==> src/rtl/core/oll_pkg.sv <==
// oll_pkg: shared constants, opcodes, status codes and cell command type
// for the ordered list engine; no dependencies
package oll_pkg;

	// default sizing
	localparam int CAPACITY_DEF   = 16;
	localparam int VALUE_BITS_DEF = 32;

	// fixed port widths
	localparam int OP_W    = 4;
	localparam int POS_W   = 5;
	localparam int IVAL_W  = 32;
	localparam int ST_W    = 3;
	localparam int FIDX_W  = 4;
	localparam int COUNT_W = 5;

	// opcodes
	localparam logic [OP_W-1:0] OP_PUSH_FRONT = 4'd0;
	localparam logic [OP_W-1:0] OP_APPEND     = 4'd1;
	localparam logic [OP_W-1:0] OP_INSERT_AT  = 4'd2;
	localparam logic [OP_W-1:0] OP_POP_HEAD   = 4'd3;
	localparam logic [OP_W-1:0] OP_POP_BACK   = 4'd4;
	localparam logic [OP_W-1:0] OP_REMOVE     = 4'd5;
	localparam logic [OP_W-1:0] OP_FIND       = 4'd6;
	localparam logic [OP_W-1:0] OP_READ_AT    = 4'd7;
	localparam logic [OP_W-1:0] OP_FRONT      = 4'd8;
	localparam logic [OP_W-1:0] OP_BACK       = 4'd9;
	localparam logic [OP_W-1:0] OP_CLEAR      = 4'd10;

	// status codes
	localparam logic [ST_W-1:0] ST_OK       = 3'd0;
	localparam logic [ST_W-1:0] ST_EMPTY    = 3'd1;
	localparam logic [ST_W-1:0] ST_NOTFOUND = 3'd2;
	localparam logic [ST_W-1:0] ST_RANGE    = 3'd3;
	localparam logic [ST_W-1:0] ST_FULL     = 3'd4;

	// update command broadcast to every cell
	typedef struct packed {
		logic ins;       // open a gap at target and load the new value there
		logic del;       // close the gap, cells at or after the target pull from the right
		logic by_match;  // delete target is the first matching cell, not the index
	} oll_cmd_t;

endpackage

==> src/rtl/core/ordered_list_engine.sv <==
// ordered_list_engine: bounded ordered list of signed values built as a chain of cells
// top level; depends on oll_pkg and oll_cell
//
// The engine holds up to CAPACITY values in order, front at position 0, plus an entry
// count. Each item carries an opcode (push front/back, insert at, pop front/back, remove,
// find, read at, front, back, clear) and returns exactly one item with a status, any value
// read, any found index, the count after the operation and an empty flag. For each item, first
// the item is registered and every cell compares its entry with the item value and marks
// whether it is the read target; then the hit, first index and read value ripple along the
// cell chain, the status is resolved, all cells shift or load together and the result lands
// in the output register. A new item is taken the cycle after the previous one moves into
// the output register, so the engine cannot take a new item while one is still ahead of the
// output register; a stalled result holds the update step of the next item.
// Values are stored at VALUE_BITS bits; read values leave zero-extended or cut to 32 bits.
// Inserts into a full list are refused with the full status. No reset pass is needed:
// only positions below the count are ever compared or reported.
module ordered_list_engine
	import oll_pkg::*;
#(
	parameter int CAPACITY   = CAPACITY_DEF,
	parameter int VALUE_BITS = VALUE_BITS_DEF
) (
	input  logic                      clk,
	input  logic                      arst_n,
	// input channel
	input  logic                      in_valid,
	output logic                      in_stall,
	input  logic [OP_W-1:0]           opcode,
	input  logic [POS_W-1:0]          position,
	input  logic signed [IVAL_W-1:0]  item_value,
	// result channel
	output logic                      out_valid,
	input  logic                      out_stall,
	output logic [ST_W-1:0]           status,
	output logic signed [IVAL_W-1:0]  read_value,
	output logic [FIDX_W-1:0]         found_index,
	output logic [COUNT_W-1:0]        entry_count,
	output logic                      is_empty
);

	localparam int IDX_W = (CAPACITY > 1) ? $clog2(CAPACITY) : 1;
	localparam int CNT_W = $clog2(CAPACITY + 1);
	localparam int CMP_W = (CNT_W > POS_W) ? CNT_W : POS_W;
	localparam logic [CNT_W-1:0] CAP_CNT = CNT_W'(CAPACITY);

	// handshakes
	logic accept;
	logic fire;

	// stage 1: registered item
	logic                  valid_s1;
	logic [OP_W-1:0]       op_s1;
	logic [POS_W-1:0]      pos_s1;
	logic [VALUE_BITS-1:0] val_s1;

	// list count
	logic [CNT_W-1:0] count_q;
	logic [CNT_W-1:0] count_nxt;

	// output register
	logic                  out_valid_q;
	logic [ST_W-1:0]       status_q;
	logic [IVAL_W-1:0]     read_value_q;
	logic [FIDX_W-1:0]     found_index_q;
	logic [COUNT_W-1:0]    entry_count_q;
	logic                  is_empty_q;

	// item value sized to the storage width, sign carried when widening
	logic signed [VALUE_BITS+IVAL_W-1:0] in_val_w;
	logic [VALUE_BITS-1:0]               in_val;

	// read target chosen at accept time
	logic [CMP_W-1:0] in_pos_w;
	logic [CNT_W-1:0] back_cnt;
	logic [IDX_W-1:0] rd_addr;

	// chain wiring
	logic [VALUE_BITS-1:0] cell_value [CAPACITY];
	logic                  hit_c      [CAPACITY+1];
	logic [IDX_W-1:0]      idx_c      [CAPACITY+1];
	logic [VALUE_BITS-1:0] rd_c       [CAPACITY+1];

	// stage 2 decode
	oll_cmd_t         cmd;
	logic [IDX_W-1:0] target;
	logic [ST_W-1:0]  st_nxt;
	logic             show_rd;
	logic             show_idx;
	logic             empty_s1;
	logic             full_s1;
	logic [CMP_W-1:0] pos_w;
	logic [CMP_W-1:0] cnt_w;

	// output sizing
	logic [VALUE_BITS+IVAL_W-1:0] rd_w;
	logic [IDX_W+FIDX_W-1:0]      fidx_w;
	logic [CNT_W+COUNT_W-1:0]     cnt_out_w;

	// one item in flight ahead of the output register
	assign in_stall = valid_s1;
	assign accept   = in_valid && !in_stall;
	assign fire     = valid_s1 && (!out_valid_q || !out_stall);

	assign in_val_w = (VALUE_BITS + IVAL_W)'(item_value);
	assign in_val   = in_val_w[VALUE_BITS-1:0];

	assign in_pos_w = CMP_W'(position);
	assign back_cnt = count_q - CNT_W'(1);

	always_comb begin
		rd_addr = '0;
		case (opcode)
			OP_READ_AT: rd_addr = in_pos_w[IDX_W-1:0];
			OP_BACK:    rd_addr = back_cnt[IDX_W-1:0];
			default:    rd_addr = '0;
		endcase
	end

	always_ff @(posedge clk or negedge arst_n) begin
		if (!arst_n) begin
			valid_s1 <= 1'b0;
		end else if (accept) begin
			valid_s1 <= 1'b1;
		end else if (fire) begin
			valid_s1 <= 1'b0;
		end
	end

	always_ff @(posedge clk) begin
		if (accept) begin
			op_s1  <= opcode;
			pos_s1 <= position;
			val_s1 <= in_val;
		end
	end

	// cell chain: hit, first index and read data ripple from front to back
	assign hit_c[0] = 1'b0;
	assign idx_c[0] = '0;
	assign rd_c[0]  = '0;

	for (genvar i = 0; i < CAPACITY; i++) begin : g_cell
		logic [VALUE_BITS-1:0] left_v;
		logic [VALUE_BITS-1:0] right_v;

		if (i == 0) begin : g_first
			assign left_v = cell_value[i];
		end else begin : g_left
			assign left_v = cell_value[i-1];
		end

		if (i == CAPACITY - 1) begin : g_last
			assign right_v = cell_value[i];
		end else begin : g_right
			assign right_v = cell_value[i+1];
		end

		oll_cell #(
			.IDX        (i),
			.VALUE_BITS (VALUE_BITS),
			.IDX_W      (IDX_W),
			.CNT_W      (CNT_W)
		) u_cell (
			.clk         (clk),
			.load        (accept),
			.cmp_value   (in_val),
			.rd_addr     (rd_addr),
			.count       (count_q),
			.cmd         (cmd),
			.target      (target),
			.new_value   (val_s1),
			.left_value  (left_v),
			.right_value (right_v),
			.value       (cell_value[i]),
			.hit_in      (hit_c[i]),
			.idx_in      (idx_c[i]),
			.rd_in       (rd_c[i]),
			.hit_out     (hit_c[i+1]),
			.idx_out     (idx_c[i+1]),
			.rd_out      (rd_c[i+1])
		);
	end

	// stage 2: resolve status and drive the cell update
	assign empty_s1 = (count_q == '0);
	assign full_s1  = (count_q >= CAP_CNT);
	assign pos_w    = CMP_W'(pos_s1);
	assign cnt_w    = CMP_W'(count_q);

	always_comb begin
		st_nxt    = ST_OK;
		count_nxt = count_q;
		cmd       = '0;
		target    = '0;
		show_rd   = 1'b0;
		show_idx  = 1'b0;
		case (op_s1)
			OP_PUSH_FRONT: begin
				if (full_s1) begin
					st_nxt = ST_FULL;
				end else begin
					cmd.ins   = 1'b1;
					count_nxt = count_q + CNT_W'(1);
				end
			end
			OP_APPEND: begin
				if (full_s1) begin
					st_nxt = ST_FULL;
				end else begin
					cmd.ins   = 1'b1;
					target    = count_q[IDX_W-1:0];
					count_nxt = count_q + CNT_W'(1);
				end
			end
			OP_INSERT_AT: begin
				if (pos_w > cnt_w) begin
					st_nxt = ST_RANGE;
				end else if (full_s1) begin
					st_nxt = ST_FULL;
				end else begin
					cmd.ins   = 1'b1;
					target    = pos_w[IDX_W-1:0];
					count_nxt = count_q + CNT_W'(1);
				end
			end
			OP_POP_HEAD: begin
				if (empty_s1) begin
					st_nxt = ST_EMPTY;
				end else begin
					cmd.del   = 1'b1;
					count_nxt = count_q - CNT_W'(1);
				end
			end
			OP_POP_BACK: begin
				if (empty_s1) begin
					st_nxt = ST_EMPTY;
				end else begin
					count_nxt = count_q - CNT_W'(1);
				end
			end
			OP_REMOVE: begin
				if (empty_s1) begin
					st_nxt = ST_EMPTY;
				end else if (!hit_c[CAPACITY]) begin
					st_nxt = ST_NOTFOUND;
				end else begin
					cmd.del      = 1'b1;
					cmd.by_match = 1'b1;
					count_nxt    = count_q - CNT_W'(1);
				end
			end
			OP_FIND: begin
				if (empty_s1) begin
					st_nxt = ST_EMPTY;
				end else if (!hit_c[CAPACITY]) begin
					st_nxt = ST_NOTFOUND;
				end else begin
					show_idx = 1'b1;
				end
			end
			OP_READ_AT: begin
				if (pos_w >= cnt_w) begin
					st_nxt = ST_RANGE;
				end else begin
					show_rd = 1'b1;
				end
			end
			OP_FRONT, OP_BACK: begin
				if (empty_s1) begin
					st_nxt = ST_EMPTY;
				end else begin
					show_rd = 1'b1;
				end
			end
			OP_CLEAR: begin
				count_nxt = '0;
			end
			default: begin
				st_nxt = ST_OK;
			end
		endcase
		// cells move only on the cycle the item completes
		if (!fire) begin
			cmd = '0;
		end
	end

	always_ff @(posedge clk or negedge arst_n) begin
		if (!arst_n) begin
			count_q <= '0;
		end else if (fire) begin
			count_q <= count_nxt;
		end
	end

	// result sizing
	assign rd_w      = (VALUE_BITS + IVAL_W)'(rd_c[CAPACITY]);
	assign fidx_w    = (IDX_W + FIDX_W)'(idx_c[CAPACITY]);
	assign cnt_out_w = (CNT_W + COUNT_W)'(count_nxt);

	// output register
	always_ff @(posedge clk or negedge arst_n) begin
		if (!arst_n) begin
			out_valid_q <= 1'b0;
		end else if (fire) begin
			out_valid_q <= 1'b1;
		end else if (!out_stall) begin
			out_valid_q <= 1'b0;
		end
	end

	always_ff @(posedge clk) begin
		if (fire) begin
			status_q      <= st_nxt;
			read_value_q  <= show_rd ? rd_w[IVAL_W-1:0] : '0;
			found_index_q <= show_idx ? fidx_w[FIDX_W-1:0] : '0;
			entry_count_q <= cnt_out_w[COUNT_W-1:0];
			is_empty_q    <= (count_nxt == '0);
		end
	end

	assign out_valid   = out_valid_q;
	assign status      = status_q;
	assign read_value  = read_value_q;
	assign found_index = found_index_q;
	assign entry_count = entry_count_q;
	assign is_empty    = is_empty_q;

endmodule

==> src/rtl/core/oll_cell.sv <==
// oll_cell: one storage cell of the ordered list chain
// holds one entry, compares it, and passes hit/index/read data to its right neighbor
// depends on oll_pkg
module oll_cell #(
	parameter int IDX        = 0,
	parameter int VALUE_BITS = 32,
	parameter int IDX_W      = 4,
	parameter int CNT_W      = 5
) (
	input  logic                  clk,
	// compare snapshot, taken when an item is accepted
	input  logic                  load,
	input  logic [VALUE_BITS-1:0] cmp_value,
	input  logic [IDX_W-1:0]      rd_addr,
	input  logic [CNT_W-1:0]      count,
	// update
	input  oll_pkg::oll_cmd_t     cmd,
	input  logic [IDX_W-1:0]      target,
	input  logic [VALUE_BITS-1:0] new_value,
	input  logic [VALUE_BITS-1:0] left_value,
	input  logic [VALUE_BITS-1:0] right_value,
	output logic [VALUE_BITS-1:0] value,
	// chain
	input  logic                  hit_in,
	input  logic [IDX_W-1:0]      idx_in,
	input  logic [VALUE_BITS-1:0] rd_in,
	output logic                  hit_out,
	output logic [IDX_W-1:0]      idx_out,
	output logic [VALUE_BITS-1:0] rd_out
);
	import oll_pkg::*;

	localparam logic [IDX_W-1:0] MY_IDX = IDX_W'(IDX);
	localparam logic [CNT_W-1:0] MY_CNT = CNT_W'(IDX);

	logic [VALUE_BITS-1:0] value_q;
	logic                  match_q;
	logic                  pick_q;
	logic                  del_here;

	always_ff @(posedge clk) begin
		if (load) begin
			match_q <= (value_q == cmp_value) && (MY_CNT < count);
			pick_q  <= (MY_IDX == rd_addr);
		end
	end

	assign del_here = cmd.by_match ? (hit_in | match_q) : (MY_IDX >= target);

	always_ff @(posedge clk) begin
		if (cmd.ins) begin
			if (MY_IDX == target) begin
				value_q <= new_value;
			end else if (MY_IDX > target) begin
				value_q <= left_value;
			end
		end else if (cmd.del && del_here) begin
			value_q <= right_value;
		end
	end

	assign value   = value_q;
	assign hit_out = hit_in | match_q;
	assign idx_out = hit_in ? idx_in : MY_IDX;
	assign rd_out  = rd_in | (pick_q ? value_q : '0);

endmodule

==> config.mk <==
export PLATFORM = sky130hd
export DESIGN_NAME = ordered_list_engine
export DESIGN_NICKNAME = d
export VERILOG_FILES = /design/src/rtl/core/oll_pkg.sv /design/src/rtl/core/ordered_list_engine.sv /design/src/rtl/core/oll_cell.sv
export SDC_FILE = /design/constraint.sdc
export NUM_CORES = 2
export LEC_CHECK = 0
export BUFFER_PORTS_ARGS = -buffer_cell sky130_fd_sc_hd__buf_2
export CAP_MARGIN = 40
export CORE_MARGIN = 2
export CORE_UTILIZATION = 45
export DETAILED_ROUTE_END_ITERATION = 10
export GPL_TIMING_DRIVEN = 0
export PLACE_DENSITY = 0.7
export SYNTH_ARGS = -nofsm -noshare
export SYNTH_HDL_FRONTEND = slang
export SYNTH_HIERARCHICAL = 1
export SYNTH_SLANG_ARGS = --single-unit
==> constraint.sdc <==
create_clock -name clk -period 8.5 [get_ports clk]
set_input_delay 0.85 -clock clk [delete_from_list [all_inputs] [get_ports clk]]
set_output_delay 0.85 -clock clk [all_outputs]
set_load 0.03 [all_outputs]
Word-level counts from Yosys, hierarchy flattened:

Index checks and enable logic that the tools add are counted.

* register bits after elaboration: 637
* logic and storage cells: 437

* $add $sub $neg: 2
* order comparisons: 49
* eq/ne operators: 74
* mux-type cells: 143
* bitwise gates (word level): 30
* reductions and logical operators: 80

Operator list (count)
* $mux W32: 77
* $eq A32 B32 Y1: 16
* $or A32 B32 Y32: 15
* $eq A4 B4 Y1 const A: 16
* $mux W4: 11
* $ne A3 B1 Y1 const B: 14
* $lt A4 B5 Y1 const A: 8
* $reduce_bool A2 Y1: 17
* $logic_and A1 B1 Y1: 33
* $eq A3 B4 Y1 const A: 8
* $gt A4 B4 Y1 const A: 8
* $reduce_and A2 Y1: 16
* $mux W1: 29
* $ge A4 B4 Y1 const A: 7
* $mux W5: 5
* $pmux W5 S5: 1
* $mux W3: 8
* $eq A4 B3 Y1 const B: 5
* $lt A3 B5 Y1 const A: 4
* $eq A2 B4 Y1 const A: 4
* $eq A4 B4 Y1 const B: 4
* $ge A3 B4 Y1 const A: 4
* $gt A3 B4 Y1 const A: 4
* $pmux W4 S2: 2
* other kinds (25): 62

Longest topological paths before layout:

* word-level depth: 23
* mapped depth: 24
* gate-level depth less buffers: 24

Cells and area by module:

Netlist, hierarchy kept.

Modules (own cells, without submodules)
* ordered_list_engine: instances 1, cells each 301, area each 4134.0 µm², seq. area each 2757.6 µm²
* oll_cell (g_cell[10].u_cell): instances 1, cells each 234, area each 2442.3 µm², seq. area each 1021.0 µm²
* oll_cell (g_cell[4].u_cell): instances 1, cells each 234, area each 2423.6 µm², seq. area each 1021.0 µm²
* oll_cell (g_cell[1].u_cell): instances 1, cells each 232, area each 2421.1 µm², seq. area each 1021.0 µm²
* oll_cell (g_cell[5].u_cell): instances 1, cells each 233, area each 2414.8 µm², seq. area each 1021.0 µm²
* oll_cell (g_cell[2].u_cell): instances 1, cells each 232, area each 2402.3 µm², seq. area each 1021.0 µm²
* oll_cell (g_cell[12].u_cell): instances 1, cells each 233, area each 2398.6 µm², seq. area each 1021.0 µm²
* oll_cell (g_cell[9].u_cell): instances 1, cells each 234, area each 2398.6 µm², seq. area each 1021.0 µm²
* oll_cell (g_cell[6].u_cell): instances 1, cells each 233, area each 2396.0 µm², seq. area each 1021.0 µm²
* oll_cell (g_cell[13].u_cell): instances 1, cells each 232, area each 2393.5 µm², seq. area each 1021.0 µm²
* oll_cell (g_cell[14].u_cell): instances 1, cells each 232, area each 2386.0 µm², seq. area each 1021.0 µm²
* oll_cell (g_cell[8].u_cell): instances 1, cells each 231, area each 2379.8 µm², seq. area each 1021.0 µm²
* oll_cell (g_cell[0].u_cell): instances 1, cells each 230, area each 2377.3 µm², seq. area each 1021.0 µm²
* oll_cell (g_cell[3].u_cell): instances 1, cells each 232, area each 2369.8 µm², seq. area each 1021.0 µm²
* 3 more rows

Worst setup path after synthesis:

OpenSTA, ideal clock, no wires.

* kind: register to register
* from: register count_q[2], in the netlist cnt_w[2]
* to: register g_cell[7].u_cell.value_q[0] (enable)
* setup time: 0.761 ns
* arrival: 8.242 ns
* data required time: 7.739 ns
* slack: -0.504 ns
* stages on the path, launching flop included: 11
* buffers on the path: 1
* clock period less this slack: 9.004 ns
* path through: dfrtp_1 -> buf_1 -> inv_1 -> ha_1 -> a211oi_1 -> o221ai_1 -> and2_1 -> nor2b_1 -> a22oi_1 -> nor4b_1 -> o22ai_1

* cells in the longest elaborated chain, start to end: 9

RTL lines
* from (decl): RTL line ordered_list_engine.sv:57 `logic [CNT_W-1:0] count_q;`
* from (signal assigned): RTL line ordered_list_engine.sv:292 `count_q <= count_nxt;`
* $ge A5 B5 Y1: RTL line ordered_list_engine.sv:186 `assign full_s1 = (count_q >= CAP_CNT);`
* $mux W4: RTL line ordered_list_engine.sv:218 `end else if (full_s1) begin`
* $mux W4: RTL line ordered_list_engine.sv:216 `if (pos_w > cnt_w) begin`
* $pmux W4 S2 *: RTL line ordered_list_engine.sv:197 `case (op_s1)`
* named net target[3]: RTL line ordered_list_engine.sv:85 `logic [IDX_W-1:0] target;`
* $ge A3 B4 Y1: RTL line oll_cell.sv:48 `assign del_here = cmd.by_match ? (hit_in | match_q) : (MY_IDX >= target);`
* $mux W1: RTL line oll_cell.sv:48
* $logic_and A1 B1 Y1: RTL line oll_cell.sv:57 `end else if (cmd.del && del_here) begin`
* $reduce_bool A2 Y1 (no line)
* $reduce_and A2 Y1 (no line) *
* to (signal assigned): RTL line oll_cell.sv:53 `value_q <= new_value;`
* to (signal assigned): RTL line oll_cell.sv:55 `value_q <= left_value;`
* to (signal assigned): RTL line oll_cell.sv:58 `value_q <= right_value;`
* to (decl): RTL line oll_cell.sv:36 `logic [VALUE_BITS-1:0] value_q;`

The timed path passes the listed nets; every way through them passes the cells marked *.
A chain may end at the register's enable or synchronous reset.

==> results.py <==
metrics = {
    "clocking": {
        "clkLatencyLatePin_ns": 0.65,
        "clkTransAtPathRegs_ns": 0.06,
        "numCtsBuffers": 76,
        "postCtsSetupRepairBufs": 0,
        "clk_path_buf_depth": 3,
        "clkSinkCount": 637,
        "ctsHoldBuffers": 0,
        "post_cts_resized": 0,
        "htree_levels": 3,
        "cts_tree": "built",
        "clockRootBuffer": "clkbuf_16",
    },
    "placement": {
        "routabilityCongestion": 1.03,
        "portBuffers": 91,
        "pre_cts_slack_ns": 0.848,
        "dpl.hpwl_um": 118000,
        "dp.cells": 5434,
        "dpl_cell_area_um2": 45400,
    },
    "worst_setup_path": {
        "r2r_slack_ns": 0.84,
        "r2r_cells": 24,
        "crit_top_cell": "or2_2",
        "crit_path_end": "g_cell[3].u_cell/value[10]",
        "cp-end-kind": "flop",
        "path_max_fanout": 19,
        "crit_path_start_kind": "flop",
        "crit_path_cell_trace": "or2_2 > or2_1 > or2_2 > or2_4 > or2_2 > or2_2 > or2_2 > or2_2 > or2_2 > or2_2 > or2_4 > or2_1 > or2_1 > or2_4 > or2_4 > nor2_1 > inv_1 > nand2_2 > nor4_4 > buf_6 > inv_1 > a21oi_1 > o32ai_4 > buf_8",
        "critPathKind": "reg2reg",
        "cp.required_ns": 8.83,
        "crit_start": "g_cell[0].u_cell/match_q",
        "r2r-end": "g_cell[3].u_cell/value[10]",
        "cp.depth": 24,
        "arrival_ns": 8.00,
        "slowest_delay_ns": 0.80,
        "cp_top_family": "simple AND/OR/NAND/NOR gates",
        "cp_num_buf_inv": 4,
        "critical_path.reg2reg.startpoint": "g_cell[0].u_cell/match_q",
        "slowest_stage": "o32ai_4",
    },
    "timing": {
        "period_share_pct": 90.1,
        "max_freq_mhz": 131,
        "maxSlewViolCount": 0,
        "tns_ns": 0,
        "hold_violations": 0,
        "tightest_slew_ns": 0.930,
        "setup_violations": 0,
        "slew_headroom_pct": 37.5,
        "rsz0062_at_grt": "no",
        "period_minus_slack_ns": 7.66,
        "finClkSkew_ns": 0.0210,
        "worst_slack_ns": 0.837,
        "holdWs_ns": 0.0394,
    },
    "pwr": {
        "ir_worst_vdd_v": 0.000149,
        "power_mw": 12.1,
        "powerDensity_nw_per_um2": 254,
        "leakagePower_nw": 18.0,
    },
    "finish": {
        "num_antenna_cells": 0,
        "final_common_cell": "edfxtp_1",
        "nNetsFinal": 4312,
        "area_growth_pct": 12.5,
        "fin_area_um2": 47700,
        "finalNonFillerCells": 5566,
        "regArea_um2": 19100,
        "drive_above_1_share_pct": 8.58,
        "fill_cells": 8713,
        "mostFrequentLayoutCells": "edfxtp_1 (630), nor2_1 (531), a21oi_1 (526)",
        "utilization_pct": 51.1,
        "multi_input_area_um2": 22200,
    },
    "die": {
        "initial_core_util_pct": 45.4,
        "die_y_um": 311,
        "die_area_um2": 96700,
        "ioPinCount": 92,
        "placementRows": 112,
        "die-width_um": 311,
        "core-area_um2": 93300,
    },
    "detailed_routing": {
        "vias_per_cell": 6.20,
        "wl_per_cell_um": 27.2,
        "met2_wirelength_um": 67900,
        "routed-wl-met3_um": 18200,
        "top_layer_used": "met4",
        "wl_um": 151000,
        "initialDrtViolationCount": 4556,
        "drc": 0,
        "wl_met1_um": 62600,
        "drtAntennaViolNets": 0,
        "first_pass_iters": 7,
        "vias": 34500,
    },
    "global_routing": {
        "antenna_found_initial": 2,
        "grt_max_degree": 34,
        "grt_pass1_wl_um": 221000,
        "grt.overflow.total": 0,
        "grt_pass1_vias": 33700,
        "grt_use_total_pct": 30.2,
    },
    "status": {
        "status": "finished clean",
    },
    "synthesis": {
        "async_flop_share_pct": 1.10,
        "synth_area_per_cell_um2": 10.6,
        "synth_seq_cells": 637,
        "syn_inst": 4013,
        "yosysTopAreaCell": "edfxtp_1",
        "ys_warn_count": 6,
        "ys_types": 89,
        "syn_area_um2": 42400,
        "seq_area_frac_synth_pct": 45.0,
        "synth_area_leaders": "edfxtp_1 (45%), mux2i_1 (12%), a21o_1 (9.0%)",
        "synth-edff-count": 630,
        "synth_top_area_share_pct": 44.6,
        "ys.flop_type": "edfxtp_1",
    },
    "run": {
        "maxCapViolCount": 0,
    },
    "hold_path": {
        "min_path_type": "in2async",
    },
}
-- cell families after synthesis --
logic type | after synthesis | share of synthesized area (%)
multiplexers | 520 | 12.3
other | 1 | 0.00884
adder cells (fa/ha/maj) | 9 | 0.266
buffers and inverters | 241 | 3.34
AO/OA/AOI/OAI | 1121 | 16.8
AND/OR/NAND/NOR | 968 | 11.6
XOR/XNOR | 516 | 10.7
flip-flops | 637 | 45.0
-- Yosys cell counts (17+ instances only) --
library cell,number
edfxtp_1,630
nor2_1,533
a21oi_1,526
mux2i_1,514
a21o_1,508
xor2_1,424
clkbuf_1,135
nor4_1,110
xnor2_1,91
nor2b_1,52
nand4_1,43
and2_1,40
nand2b_1,39
nand2_1,35
buf_1,28
o21ai_0,24
nor3_1,18
nand3_1,17
-- metal layers --
layer / vias up / global-route usage (%)
li1: 15300 / -
met1: 17200 / 42.2
met2: 1828 / 47.2
met3: 196 / 8.72
met4: 0 / 5.39
met5: - / 0
-- sequential cells by signal, indices dropped and copies added, names as in the netlist --
| name | count |
|---|---|
| read_value | 32 |
| g_cell.u_cell/match_q | 16 |
| found_index | 4 |
| pos_s1 | 5 |
| in_stall | 1 |
| entry_count | 5 |
| cnt_w | 5 |
| g_cell.u_cell/pick_q | 16 |
| op_s1 | 4 |
| g_cell.u_cell/value | 512 |
| is_empty | 1 |
| val_s1 | 32 |
| out_valid | 1 |
| status | 3 |
-- where the power goes --
part	switching, mW	leakage (nW)	internal (mW)
registers	0.790	5.88	4.38
logic	2.50	11.0	1.28
clock network	1.38	1.13	1.78
-- area by class of cell --
type,count,share of cell area [%]
inverters,17,0.136
clock inverters,30,0.456
multi-input cells,3175,46.6
repair buffers,127,2.32
clock buffers,102,4.37
flip-flops and latches,637,40.0
plain buffers,224,2.84
well taps,1254,3.29
-- how the worst min path moves through the flow --
| stage | startpoint | end | cells after the start |
|---|---|---|---|
| 2_1_floorplan | arst_n | cnt_w[0] | 0 |
| 3_3_place_gp | out_valid | out_valid | 2 |
| 3_5_place_dp | out_valid | out_valid | 2 |
| 4_1_cts | arst_n | out_valid | 1 |
| 5_1_grt | arst_n | in_stall | 1 |
| 6_report | arst_n | out_valid | 1 |
No activity file was read; power rests on OpenSTA's default activity.
